<file path="config.mk">
export PLATFORM = sky130hd
export DESIGN_NAME = glyph_bitmap_blit_clip
export DESIGN_NICKNAME = d
export VERILOG_FILES = /design/src/rtl/gbbc_pkg.sv /design/src/rtl/gbbc_front.sv /design/src/rtl/gbbc_queue.sv /design/src/rtl/gbbc_back.sv /design/src/rtl/glyph_bitmap_blit_clip.sv
export SDC_FILE = /design/constraint.sdc
export NUM_CORES = 1
export LEC_CHECK = 0
export ABC_AREA = 1
export BUFFER_PORTS_ARGS = -buffer_cell sky130_fd_sc_hd__clkbuf_2
export CORE_UTILIZATION = 44
export DETAILED_ROUTE_END_ITERATION = 10
export PLACE_DENSITY_LB_ADDON = 0.25
export SLEW_MARGIN = 10
export SYNTH_ARGS = -nofsm -noshare
export SYNTH_HDL_FRONTEND = slang
export SYNTH_HIERARCHICAL = 1
export SYNTH_SLANG_ARGS = --single-unit
</file>
<file path="constraint.sdc">
create_clock -name clk -period 5.6 [get_ports clk]
set_input_delay 0.28 -clock clk [delete_from_list [all_inputs] [get_ports clk]]
set_output_delay 0.28 -clock clk [all_outputs]
set_load 0.005 [all_outputs]
</file>
<file path="src/rtl/gbbc_pkg.sv">
`default_nettype none

package gbbc_pkg;

    localparam int COORD_W            = 13;
    localparam int DIM_W              = 14;
    localparam int GLYPH_W            = 8;
    localparam int COVER_W            = 8;
    localparam int ADDR_W             = 26;
    localparam int DATA_W             = 32;
    localparam int MODE_W             = 2;
    localparam int CFG_IDX_W          = 3;
    localparam int QUEUE_DEPTH        = 4;
    localparam int DEF_MAX_SCREEN_DIM = 4096;
    localparam int DEF_MAX_GLYPH_DIM  = 255;

    // Glyph placement and screen setup, sizes already capped
    typedef struct packed {
        logic signed [COORD_W-1:0] left;
        logic signed [COORD_W-1:0] top;
        logic [GLYPH_W-1:0]        cols;
        logic [GLYPH_W-1:0]        rows;
        logic [DIM_W-1:0]          xres;
        logic [DIM_W-1:0]          yres;
        logic [MODE_W-1:0]         mode;
        logic [DATA_W-1:0]         color;
    } clip_cfg_t;

    // One on-screen pixel waiting to be written
    typedef struct packed {
        logic [COORD_W-1:0] x;
        logic [COORD_W-1:0] y;
    } pix_t;

    typedef struct packed {
        logic empty;
        logic full;
    } q_status_t;

endpackage

`default_nettype wire

</file>
<file path="src/rtl/gbbc_front.sv">
`default_nettype none

module gbbc_front
    import gbbc_pkg::*;
(
    input  wire logic               clk,
    input  wire logic               rst_n,
    input  wire clip_cfg_t          cfg,
    input  wire logic               in_valid,
    output logic                    in_stall,
    input  wire logic [COVER_W-1:0] coverage,
    input  wire q_status_t          q_stat,
    output logic                    push,
    output pix_t                    push_data
);

    logic [GLYPH_W-1:0] col_reg, col_next;
    logic [GLYPH_W-1:0] row_reg, row_next;
    logic               accept;
    logic [COORD_W:0]   x_pos;
    logic [COORD_W:0]   y_pos;
    logic               on_x;
    logic               on_y;
    logic [GLYPH_W:0]   col_inc;
    logic [GLYPH_W:0]   row_inc;

    assign in_stall = q_stat.full;
    assign accept   = in_valid && !q_stat.full;

    // Screen position, one extra bit to carry the sign
    assign x_pos = {cfg.left[COORD_W-1], cfg.left}
                   + {{(COORD_W+1-GLYPH_W){1'b0}}, col_reg};
    assign y_pos = {cfg.top[COORD_W-1], cfg.top}
                   + {{(COORD_W+1-GLYPH_W){1'b0}}, row_reg};

    assign on_x = !x_pos[COORD_W]
                  && ({{(DIM_W-COORD_W){1'b0}}, x_pos[COORD_W-1:0]} < cfg.xres);
    assign on_y = !y_pos[COORD_W]
                  && ({{(DIM_W-COORD_W){1'b0}}, y_pos[COORD_W-1:0]} < cfg.yres);

    assign push        = accept && (coverage != '0) && on_x && on_y;
    assign push_data.x = x_pos[COORD_W-1:0];
    assign push_data.y = y_pos[COORD_W-1:0];

    assign col_inc = {1'b0, col_reg} + {{GLYPH_W{1'b0}}, 1'b1};
    assign row_inc = {1'b0, row_reg} + {{GLYPH_W{1'b0}}, 1'b1};

    // Wrap at or past the glyph size; a size of zero behaves as one
    always_comb
    begin
        col_next = col_reg;
        row_next = row_reg;
        if (accept)
        begin
            if (col_inc >= {1'b0, cfg.cols})
            begin
                col_next = '0;
                if (row_inc >= {1'b0, cfg.rows})
                begin
                    row_next = '0;
                end
                else
                begin
                    row_next = row_inc[GLYPH_W-1:0];
                end
            end
            else
            begin
                col_next = col_inc[GLYPH_W-1:0];
            end
        end
    end

    always_ff @(posedge clk or negedge rst_n)
    begin
        if (!rst_n)
        begin
            col_reg <= '0;
            row_reg <= '0;
        end
        else
        begin
            col_reg <= col_next;
            row_reg <= row_next;
        end
    end

endmodule

`default_nettype wire

</file>
<file path="src/rtl/gbbc_queue.sv">
`default_nettype none

module gbbc_queue
    import gbbc_pkg::*;
#(
    parameter int DEPTH = QUEUE_DEPTH
)
(
    input  wire logic  clk,
    input  wire logic  rst_n,
    input  wire logic  push,
    input  wire pix_t  push_data,
    input  wire logic  pop,
    output pix_t       pop_data,
    output q_status_t  q_stat
);

    localparam int PTR_W = (DEPTH > 1) ? $clog2(DEPTH) : 1;
    localparam int CNT_W = $clog2(DEPTH + 1);

    pix_t             entry_reg [DEPTH];
    logic [PTR_W-1:0] wr_ptr_reg, wr_ptr_next;
    logic [PTR_W-1:0] rd_ptr_reg, rd_ptr_next;
    logic [CNT_W-1:0] count_reg, count_next;

    assign q_stat.empty = (count_reg == '0);
    assign q_stat.full  = (count_reg == CNT_W'(DEPTH));
    assign pop_data     = entry_reg[rd_ptr_reg];

    always_comb
    begin
        wr_ptr_next = wr_ptr_reg;
        rd_ptr_next = rd_ptr_reg;
        count_next  = count_reg;
        if (push)
        begin
            wr_ptr_next = (wr_ptr_reg == PTR_W'(DEPTH - 1)) ? '0 : wr_ptr_reg + 1'b1;
        end
        if (pop)
        begin
            rd_ptr_next = (rd_ptr_reg == PTR_W'(DEPTH - 1)) ? '0 : rd_ptr_reg + 1'b1;
        end
        if (push && !pop)
        begin
            count_next = count_reg + 1'b1;
        end
        else if (pop && !push)
        begin
            count_next = count_reg - 1'b1;
        end
    end

    always_ff @(posedge clk or negedge rst_n)
    begin
        if (!rst_n)
        begin
            wr_ptr_reg <= '0;
            rd_ptr_reg <= '0;
            count_reg  <= '0;
        end
        else
        begin
            wr_ptr_reg <= wr_ptr_next;
            rd_ptr_reg <= rd_ptr_next;
            count_reg  <= count_next;
        end
    end

    always_ff @(posedge clk)
    begin
        if (push)
        begin
            entry_reg[wr_ptr_reg] <= push_data;
        end
    end

    a_no_overflow: assert property (@(posedge clk) disable iff (!rst_n)
        !(push && q_stat.full))
        else $error("queue written while full");

    a_no_underflow: assert property (@(posedge clk) disable iff (!rst_n)
        !(pop && q_stat.empty))
        else $error("queue read while empty");

    a_count_bound: assert property (@(posedge clk) disable iff (!rst_n)
        count_reg <= CNT_W'(DEPTH))
        else $error("queue count beyond depth");

endmodule

`default_nettype wire

</file>
<file path="src/rtl/gbbc_back.sv">
`default_nettype none

module gbbc_back
    import gbbc_pkg::*;
(
    input  wire logic              clk,
    input  wire logic              rst_n,
    input  wire clip_cfg_t         cfg,
    input  wire q_status_t         q_stat,
    input  wire pix_t              pop_data,
    output logic                   pop,
    output logic                   out_valid,
    input  wire logic              out_stall,
    output logic [ADDR_W-1:0]      byte_address,
    output logic [DATA_W-1:0]      pixel_data,
    output logic [MODE_W-1:0]      access_size
);

    localparam logic [MODE_W-1:0] MODE_8  = 2'd0;
    localparam logic [MODE_W-1:0] MODE_16 = 2'd1;
    localparam logic [MODE_W-1:0] MODE_32 = 2'd2;

    localparam int PROD_W = COORD_W + DIM_W;
    localparam int LIN_W  = PROD_W + 1;

    logic                  out_valid_reg, out_valid_next;
    logic [ADDR_W-1:0]     addr_reg;
    logic [DATA_W-1:0]     data_reg;
    logic [MODE_W-1:0]     size_reg;
    logic                  load;
    logic [MODE_W-1:0]     mode_eff;
    logic [PROD_W-1:0]     prod;
    logic [LIN_W-1:0]      lin;
    logic [LIN_W-1:0]      shifted;
    logic [DATA_W-1:0]     data_next;

    assign load = !out_valid_reg || !out_stall;
    assign pop  = load && !q_stat.empty;

    always_comb
    begin
        case (cfg.mode)
            MODE_8:  mode_eff = MODE_8;
            MODE_16: mode_eff = MODE_16;
            default: mode_eff = MODE_32;
        endcase
    end

    assign prod    = PROD_W'(pop_data.y) * PROD_W'(cfg.xres);
    assign lin     = {1'b0, prod} + LIN_W'(pop_data.x);
    assign shifted = lin << mode_eff;

    // Pack RGB888 down to RGB565 at 16 bpp; low byte at 8 bpp, full word at 32 bpp
    always_comb
    begin
        case (mode_eff)
            MODE_8:  data_next = {24'd0, cfg.color[7:0]};
            MODE_16: data_next = {16'd0, cfg.color[23:19], cfg.color[15:10], cfg.color[7:3]};
            default: data_next = cfg.color;
        endcase
    end

    assign out_valid_next = load ? !q_stat.empty : out_valid_reg;

    always_ff @(posedge clk or negedge rst_n)
    begin
        if (!rst_n)
        begin
            out_valid_reg <= 1'b0;
        end
        else
        begin
            out_valid_reg <= out_valid_next;
        end
    end

    // Hold the word while the receiver stalls
    always_ff @(posedge clk)
    begin
        if (pop)
        begin
            addr_reg <= shifted[ADDR_W-1:0];
            data_reg <= data_next;
            size_reg <= mode_eff;
        end
    end

    assign out_valid    = out_valid_reg;
    assign byte_address = addr_reg;
    assign pixel_data   = data_reg;
    assign access_size  = size_reg;

    a_align_16: assert property (@(posedge clk) disable iff (!rst_n)
        (out_valid_reg && (size_reg == MODE_16)) |-> (addr_reg[0] == 1'b0))
        else $error("halfword write not aligned");

    a_align_32: assert property (@(posedge clk) disable iff (!rst_n)
        (out_valid_reg && (size_reg == MODE_32)) |-> (addr_reg[1:0] == 2'b00))
        else $error("word write not aligned");

    a_size_code: assert property (@(posedge clk) disable iff (!rst_n)
        out_valid_reg |-> (size_reg != 2'd3))
        else $error("invalid access size");

endmodule

`default_nettype wire

</file>
<file path="src/rtl/glyph_bitmap_blit_clip.sv">
// Clipped glyph blit into a linear framebuffer at 8, 16 (RGB565) or 32 bpp.
// Input channel: one coverage byte per word (in_valid, in_stall, coverage),
// glyph bytes in row-major order. An internal column/row counter places each
// byte at (glyph_left + column, glyph_top + row).
// Output channel: one framebuffer write per nonzero, on-screen byte
// (out_valid, out_stall, byte_address, pixel_data, access_size). Off-screen
// and zero bytes are dropped but still advance the counters.
// Configuration: cfg_write, cfg_index, cfg_data; write only while idle.
// Throughput: one input word per cycle while in_stall is low. A drawn pixel
// reaches the output through the queue and the output register: the front
// stage clips and queues it, the back stage does the y*xres multiply-add and
// color pack into the output register.
// A four-entry queue sits between front and back; when out_stall holds the
// output register, the queue fills and in_stall rises once it is full.
// Reset clears the counters, empties the queue and loads register defaults
// (size 1x1 glyph, 1x1 screen, 32 bpp, black).
`default_nettype none

module glyph_bitmap_blit_clip
    import gbbc_pkg::*;
#(
    parameter int MAX_SCREEN_DIM = DEF_MAX_SCREEN_DIM,
    parameter int MAX_GLYPH_DIM  = DEF_MAX_GLYPH_DIM
)
(
    input  wire logic                 clk,
    input  wire logic                 rst_n,
    input  wire logic                 cfg_write,
    input  wire logic [CFG_IDX_W-1:0] cfg_index,
    input  wire logic [DATA_W-1:0]    cfg_data,
    input  wire logic                 in_valid,
    output logic                      in_stall,
    input  wire logic [COVER_W-1:0]   coverage,
    output logic                      out_valid,
    input  wire logic                 out_stall,
    output logic [ADDR_W-1:0]         byte_address,
    output logic [DATA_W-1:0]         pixel_data,
    output logic [MODE_W-1:0]         access_size
);

    localparam logic [CFG_IDX_W-1:0] REG_GLYPH_LEFT  = 3'd0;
    localparam logic [CFG_IDX_W-1:0] REG_GLYPH_TOP   = 3'd1;
    localparam logic [CFG_IDX_W-1:0] REG_GLYPH_COLS  = 3'd2;
    localparam logic [CFG_IDX_W-1:0] REG_GLYPH_ROWS  = 3'd3;
    localparam logic [CFG_IDX_W-1:0] REG_SCREEN_XRES = 3'd4;
    localparam logic [CFG_IDX_W-1:0] REG_SCREEN_YRES = 3'd5;
    localparam logic [CFG_IDX_W-1:0] REG_DEPTH_MODE  = 3'd6;
    localparam logic [CFG_IDX_W-1:0] REG_DRAW_COLOR  = 3'd7;

    localparam logic [DIM_W-1:0]   SCREEN_CAP = DIM_W'(MAX_SCREEN_DIM);
    localparam logic [GLYPH_W-1:0] GLYPH_CAP  = GLYPH_W'(MAX_GLYPH_DIM);

    logic [COORD_W-1:0] left_reg;
    logic [COORD_W-1:0] top_reg;
    logic [GLYPH_W-1:0] cols_reg;
    logic [GLYPH_W-1:0] rows_reg;
    logic [COORD_W-1:0] xres_reg;
    logic [COORD_W-1:0] yres_reg;
    logic [MODE_W-1:0]  mode_reg;
    logic [DATA_W-1:0]  color_reg;

    logic [DIM_W-1:0]   xres_ext;
    logic [DIM_W-1:0]   yres_ext;
    clip_cfg_t          cfg;
    q_status_t          q_stat;
    logic               push;
    pix_t               push_data;
    logic               pop;
    pix_t               pop_data;

    always_ff @(posedge clk or negedge rst_n)
    begin
        if (!rst_n)
        begin
            left_reg  <= '0;
            top_reg   <= '0;
            cols_reg  <= GLYPH_W'(1);
            rows_reg  <= GLYPH_W'(1);
            xres_reg  <= COORD_W'(1);
            yres_reg  <= COORD_W'(1);
            mode_reg  <= MODE_W'(2);
            color_reg <= '0;
        end
        else if (cfg_write)
        begin
            case (cfg_index)
                REG_GLYPH_LEFT:  left_reg  <= cfg_data[COORD_W-1:0];
                REG_GLYPH_TOP:   top_reg   <= cfg_data[COORD_W-1:0];
                REG_GLYPH_COLS:  cols_reg  <= cfg_data[GLYPH_W-1:0];
                REG_GLYPH_ROWS:  rows_reg  <= cfg_data[GLYPH_W-1:0];
                REG_SCREEN_XRES: xres_reg  <= cfg_data[COORD_W-1:0];
                REG_SCREEN_YRES: yres_reg  <= cfg_data[COORD_W-1:0];
                REG_DEPTH_MODE:  mode_reg  <= cfg_data[MODE_W-1:0];
                REG_DRAW_COLOR:  color_reg <= cfg_data;
                default:         ;
            endcase
        end
    end

    assign xres_ext = {{(DIM_W-COORD_W){1'b0}}, xres_reg};
    assign yres_ext = {{(DIM_W-COORD_W){1'b0}}, yres_reg};

    // Cap sizes to the supported maximum
    assign cfg.left  = $signed(left_reg);
    assign cfg.top   = $signed(top_reg);
    assign cfg.cols  = (cols_reg > GLYPH_CAP) ? GLYPH_CAP : cols_reg;
    assign cfg.rows  = (rows_reg > GLYPH_CAP) ? GLYPH_CAP : rows_reg;
    assign cfg.xres  = (xres_ext > SCREEN_CAP) ? SCREEN_CAP : xres_ext;
    assign cfg.yres  = (yres_ext > SCREEN_CAP) ? SCREEN_CAP : yres_ext;
    assign cfg.mode  = mode_reg;
    assign cfg.color = color_reg;

    gbbc_front u_front (
        .clk       (clk),
        .rst_n     (rst_n),
        .cfg       (cfg),
        .in_valid  (in_valid),
        .in_stall  (in_stall),
        .coverage  (coverage),
        .q_stat    (q_stat),
        .push      (push),
        .push_data (push_data)
    );

    gbbc_queue #(
        .DEPTH (QUEUE_DEPTH)
    ) u_queue (
        .clk       (clk),
        .rst_n     (rst_n),
        .push      (push),
        .push_data (push_data),
        .pop       (pop),
        .pop_data  (pop_data),
        .q_stat    (q_stat)
    );

    gbbc_back u_back (
        .clk          (clk),
        .rst_n        (rst_n),
        .cfg          (cfg),
        .q_stat       (q_stat),
        .pop_data     (pop_data),
        .pop          (pop),
        .out_valid    (out_valid),
        .out_stall    (out_stall),
        .byte_address (byte_address),
        .pixel_data   (pixel_data),
        .access_size  (access_size)
    );

endmodule

`default_nettype wire

</file>
Word level (Yosys, flattened, before mapping). Memory sizes are Yosys's and may differ from the RTL's. Cells that the tools add are included.

Equal/unequal tests: 12. Div/mod/pow operators: 0. Mux-type cells: 14. Reductions and logical operators: 33. Multipliers: 1. Shift operators: 1. $add $sub $neg: 9. Bitwise operators: 0. Order comparisons: 8.

Operator list (number): 32-bit case mux with 2 select lines (1); 8-bit two-way mux (4); 13-bit by 9-bit adder with 14-bit output (2); 27-bit by 13-bit adder with 28-bit output (1); 28-bit by 2-bit << shifter with 26-bit output (1); 13-bit > comparator (second input constant) (2); 13-bit < comparator (2); 13-bit by 13-bit multiplier with 26-bit output (1); 13-bit two-way mux (2); 8-bit by 1-bit adder with 9-bit output (second input constant) (2); 9-bit by 8-bit >= comparator with 1-bit output (2); 2-bit AND reduction (9); 8-bit > comparator (second input constant) (2); 3-bit equality test (second input constant) (5); 1-bit logical AND (9); 1-bit logical NOT (8); 8-bit nonzero test (1); 3-bit by 2-bit equality test with 1-bit output (second input constant) (2); 3-bit logical NOT (2); 3-bit two-way mux (2); 2-bit by 1-bit adder with 2-bit output (second input constant) (2); 2-bit by 1-bit equality test with 1-bit output (second input constant) (2); 2-bit equality test (second input constant) (2); 2-bit logical NOT (2); other kinds (8) (10).

Output and inout port bits: 62. Word-level logic and storage cells: 96. Bits in registers: 186. Input bits: 48. Bits in latches: 0. RAM bits: 104. Memories kept: 1. Bits in read-only memories: 0.

Memory list: u_queue.entry_reg (depth 4, bits a word 26, read ports 1, clocked after memory_dff 0, wr ports 1, RTL line gbbc_queue.sv:21) `pix_t entry_reg [DEPTH];`.

Depth between registers and ports, before layout.
Word-level depth: 10. Depth in mapped cells: 33. Mapped depth without buffers: 31.

By module. Netlist, hierarchy kept.

Modules (own cells, without submodules): gbbc_back (times used 1, sequential area each 1826.8 µm², cells an instance 1331, area each 10004.6 µm²); gbbc_queue (times used 1, sequential area each 3298.2 µm², cells an instance 355, area each 4718.3 µm²); glyph_bitmap_blit_clip (times used 1, sequential area each 2558.7 µm², cells an instance 448, area each 4043.9 µm²); gbbc_front (times used 1, sequential area each 400.4 µm², cells an instance 439, area each 2927.8 µm²).

Worst setup path before layout. Ideal clock, no wire load.

Path type: register to register. Start point: register xres_reg[6]. End point: register u_back.addr_reg[20], in the netlist u_back/byte_address[20], data pin. Library setup time: 259 ps. Cell stages (with the launch flop): 27. Period minus slack after synthesis: 6142 ps. Arrival: 5883 ps. Path buffers: 2. Path slack: -542 ps. Required time: 5341 ps. Cells stage by stage: dfrtp_1 -> nor2_1 -> nand2_1 -> nor2_1 -> nand2_1 -> clkbuf_1 -> a21oi_1 -> clkbuf_1 -> nand2_1 -> fa_1 -> fa_1 -> inv_1 -> fa_1 -> fa_1 -> fa_1 -> inv_1 -> fa_1 -> inv_1 -> ha_1 -> nand2_1 -> inv_1 -> nand2_1 -> nand2_1 -> a21oi_1 -> nand4_1 -> nand3_1 -> nand3_1.

RTL lines: from (decl) (RTL line glyph_bitmap_blit_clip.sv:57) `logic [COORD_W-1:0] xres_reg;`; from (signal assigned) (RTL line glyph_bitmap_blit_clip.sv:91) `REG_SCREEN_XRES: xres_reg <= cfg_data[COORD_W-1:0];`; to (signal assigned) (RTL line gbbc_back.sv:82) `addr_reg <= shifted[ADDR_W-1:0];`; to (decl) (RTL line gbbc_back.sv:27) `logic [ADDR_W-1:0] addr_reg;`.

==> results.tsv <==
metric	value	unit
Final #Nets	3187	
Least-Margin Pin Slew	0.980	ns
Synth Cell Area	0.0217	mm²
clock sinks	290	
Critical Path AT	6.40	ns
DRC Markers	0	
max reg flops	104	
Async SR Flop Fraction	0.434	
Final Util	0.548	
fin crit share	1.09	
Rows	81	
Root Buffer Master	clkbuf_16	
Hold/Removal Path Class	in2reg	
GRT Overall Usage	0.219	
setup TNS	-6.93	ns
fmax	0.164	GHz
CTS tree	done	
Slew HR	0.347	
H-tree depth	1	
RSZ-0062 raised after global routing	yes	
Yosys reg bits	290	
Setup CP Type	reg2reg	
failing checks	negative setup slack	
clk slew on worst S/H paths	0.06	ns
Worst path max stage delay	0.54	ns
Die ar.	0.0502	mm²
worst-case clock buffer depth	3	
post-DP HPWL	40000	µm
Layout area overhead	23.2	%
Final Wtd Congestion	0.906	
crit start category	flip-flop	
Via Count	17300	
status	finished, violations left	
post-route ant nets	0	
initial core utilization	0.445	
Synth Area per Inst	8.43	µm²
Die Ht	224	µm
Reg area	0.00808	mm²
die width	224	µm
WL final	54500	µm
Synth warnings	6	
Post-synth top flop	edfxtp_1	
antenna cells	0	
area of the multi-input gates	0.0121	mm²
Vias/cell	4.90	
slowest CP cell	fa_1	
gr ovfl total	0	
Pre-Repair DR Iteration Count	5	
later-pin clock latency in the skew report	0.57	ns
largest net degree at the start of global routing	72	
placed instance count	3399	
first-pass GRT wire length	87300	µm
fill count	4358	
minimum clock period	6.08	ns
CTS buffer count	30	
Synth Instances	2573	
CP Data Required Time	5.91	ns
IO buf count	109	
Max-Cap Viols	0	
CP max FO	8	
fin worst setup slack	-0.485	ns
post-synthesis sequential area ratio	0.373	
WHS	0.0912	ns
fraction of layout cells with a size suffix above 1	0.219	
Final Instance Count excl. Fillers	3532	
post-synth cell types	53	
Slew Viols, Final	0	
clock skew	0.0154	ns
final hold viol count	0	
crit end category	flip-flop	
core area	0.0487	mm²
number of synthesized flops with an enable pin	164	
num ports	110	
final setup vio count	18	
number of global-route vias before repair	17000	
CP most frequent cell	fa_1	
routed length per instance	15.4	µm
initial antenna violation count	0	
DRT iter0 DRCs	1109	
repair_timing:
item,CTS,global route
setup buffers,16,36
endpoints found under the hold margin,86,0
hold buffers,21,0
gates resized for setup,91,144
gates cloned,5,2
setup endpoints to repair,20,21
pin swaps,65,104
through the flow:
step | worst slack (ns) | area, µm²
after floorplan | -0.121 | 22100
after global placement | -0.432 | 24100
after detailed placement | -0.471 | 24100
after CTS | -0.334 | 25900
after global routing | -0.725 | 26700
final | -0.485 | 26700
routing by layer:
| layer | share of wire | GRT usage |
|---|---|---|
| met5 | 0 | 0 |
| met4 | 0.024 | 0.0559 |
| met3 | 0.047 | 0.0245 |
| met2 | 0.48 | 0.376 |
| met1 | 0.44 | 0.295 |
synth_stat cells, drive strengths merged, types with 5 or more instances:
master  count  area, µm²
o22ai       5       31.3
o211ai     53        548
ha        152       1900
xnor2       9       78.8
edfxtp    164       4920
inv       591       2220
nand3     103        531
dfstp       5        131
and2        5       36.3
dfrtp     121       3030
buf        31        209
nand2     760       2880
nor2       95        402
clkbuf     49        189
a21oi      79        407
nand3b     15        138
nand4      14       87.6
fa        143       2860
o21ai     123        616
xor2       31        279
path summary, 6_finish.rpt:
path | from | end | slack [ns] | depth (start not counted)
worst max-delay path | u_queue/rd_ptr_reg[0] | u_back/byte_address[25] | -0.48 | 30
worst min-delay path | cfg_data[8] | color_reg[8] | 0.09 | 3
worst max register to register | u_queue/rd_ptr_reg[0] | u_back/byte_address[25] | -0.48 | 30
worst min register to register | rows_reg[6] | rows_reg[6] | 0.49 | 2
max in group asynchronous | rst_n | u_back/out_valid | 3.88 | 3
min in group asynchronous | rst_n | color_reg[25] | 0.37 | 2
worst max-delay path: cells and delay by family, from the launching register on:
kind                     cells  cell delay [ns]
AND/OR/NAND/NOR             12             1.13
flip-flops                   1             0.40
buffers and inverters       10             0.84
AO/OA/AOI/OAI                1             0.08
adder cells (fa/ha/maj)      7             3.38
cells by family after synthesis:
family	count (synthesis)	synth area share
buf+inv	672	0.121
compound gates	274	0.0795
simple gates	1001	0.191
other cells	1	0.000173
fa+ha+maj	295	0.220
xor+xnor	40	0.0165
flops	290	0.373
cell usage in the layout (no fill, tap or decap), types with 14 or more instances in the layout:
master	synthesis	final
ha_4	0	28
ha_1	152	123
clkbuf_16	0	36
fa_1	143	140
o21ai_0	115	115
dfrtp_1	121	121
edfxtp_1	164	164
nand3_1	100	85
nor2_1	83	70
xor2_1	30	25
o211ai_1	23	23
nor2_2	9	14
nand4_1	14	14
a21oi_1	78	57
nand2_2	5	60
inv_1	587	536
nand2_4	2	25
buf_12	0	17
inv_2	3	51
nand3_2	3	18
clkbuf_2	1	108
o211ai_2	30	29
dlygate4sd3_1	0	21
buf_4	4	138
buf_6	7	20
nand2_1	753	674
layout make-up:
class,count,share of cell area
Tap cell,664,0.0311
Sequential cell,290,0.302
Inverter,592,0.0835
Clock inverter,11,0.00314
Multi-Input combinational cell,1620,0.453
Clock buffer,45,0.0344
Timing Repair Buffer,310,0.0927
Power is left out: the tool's default activity adds up to more than one toggle a clock period on the data nets, which glitch-free logic cannot reach.
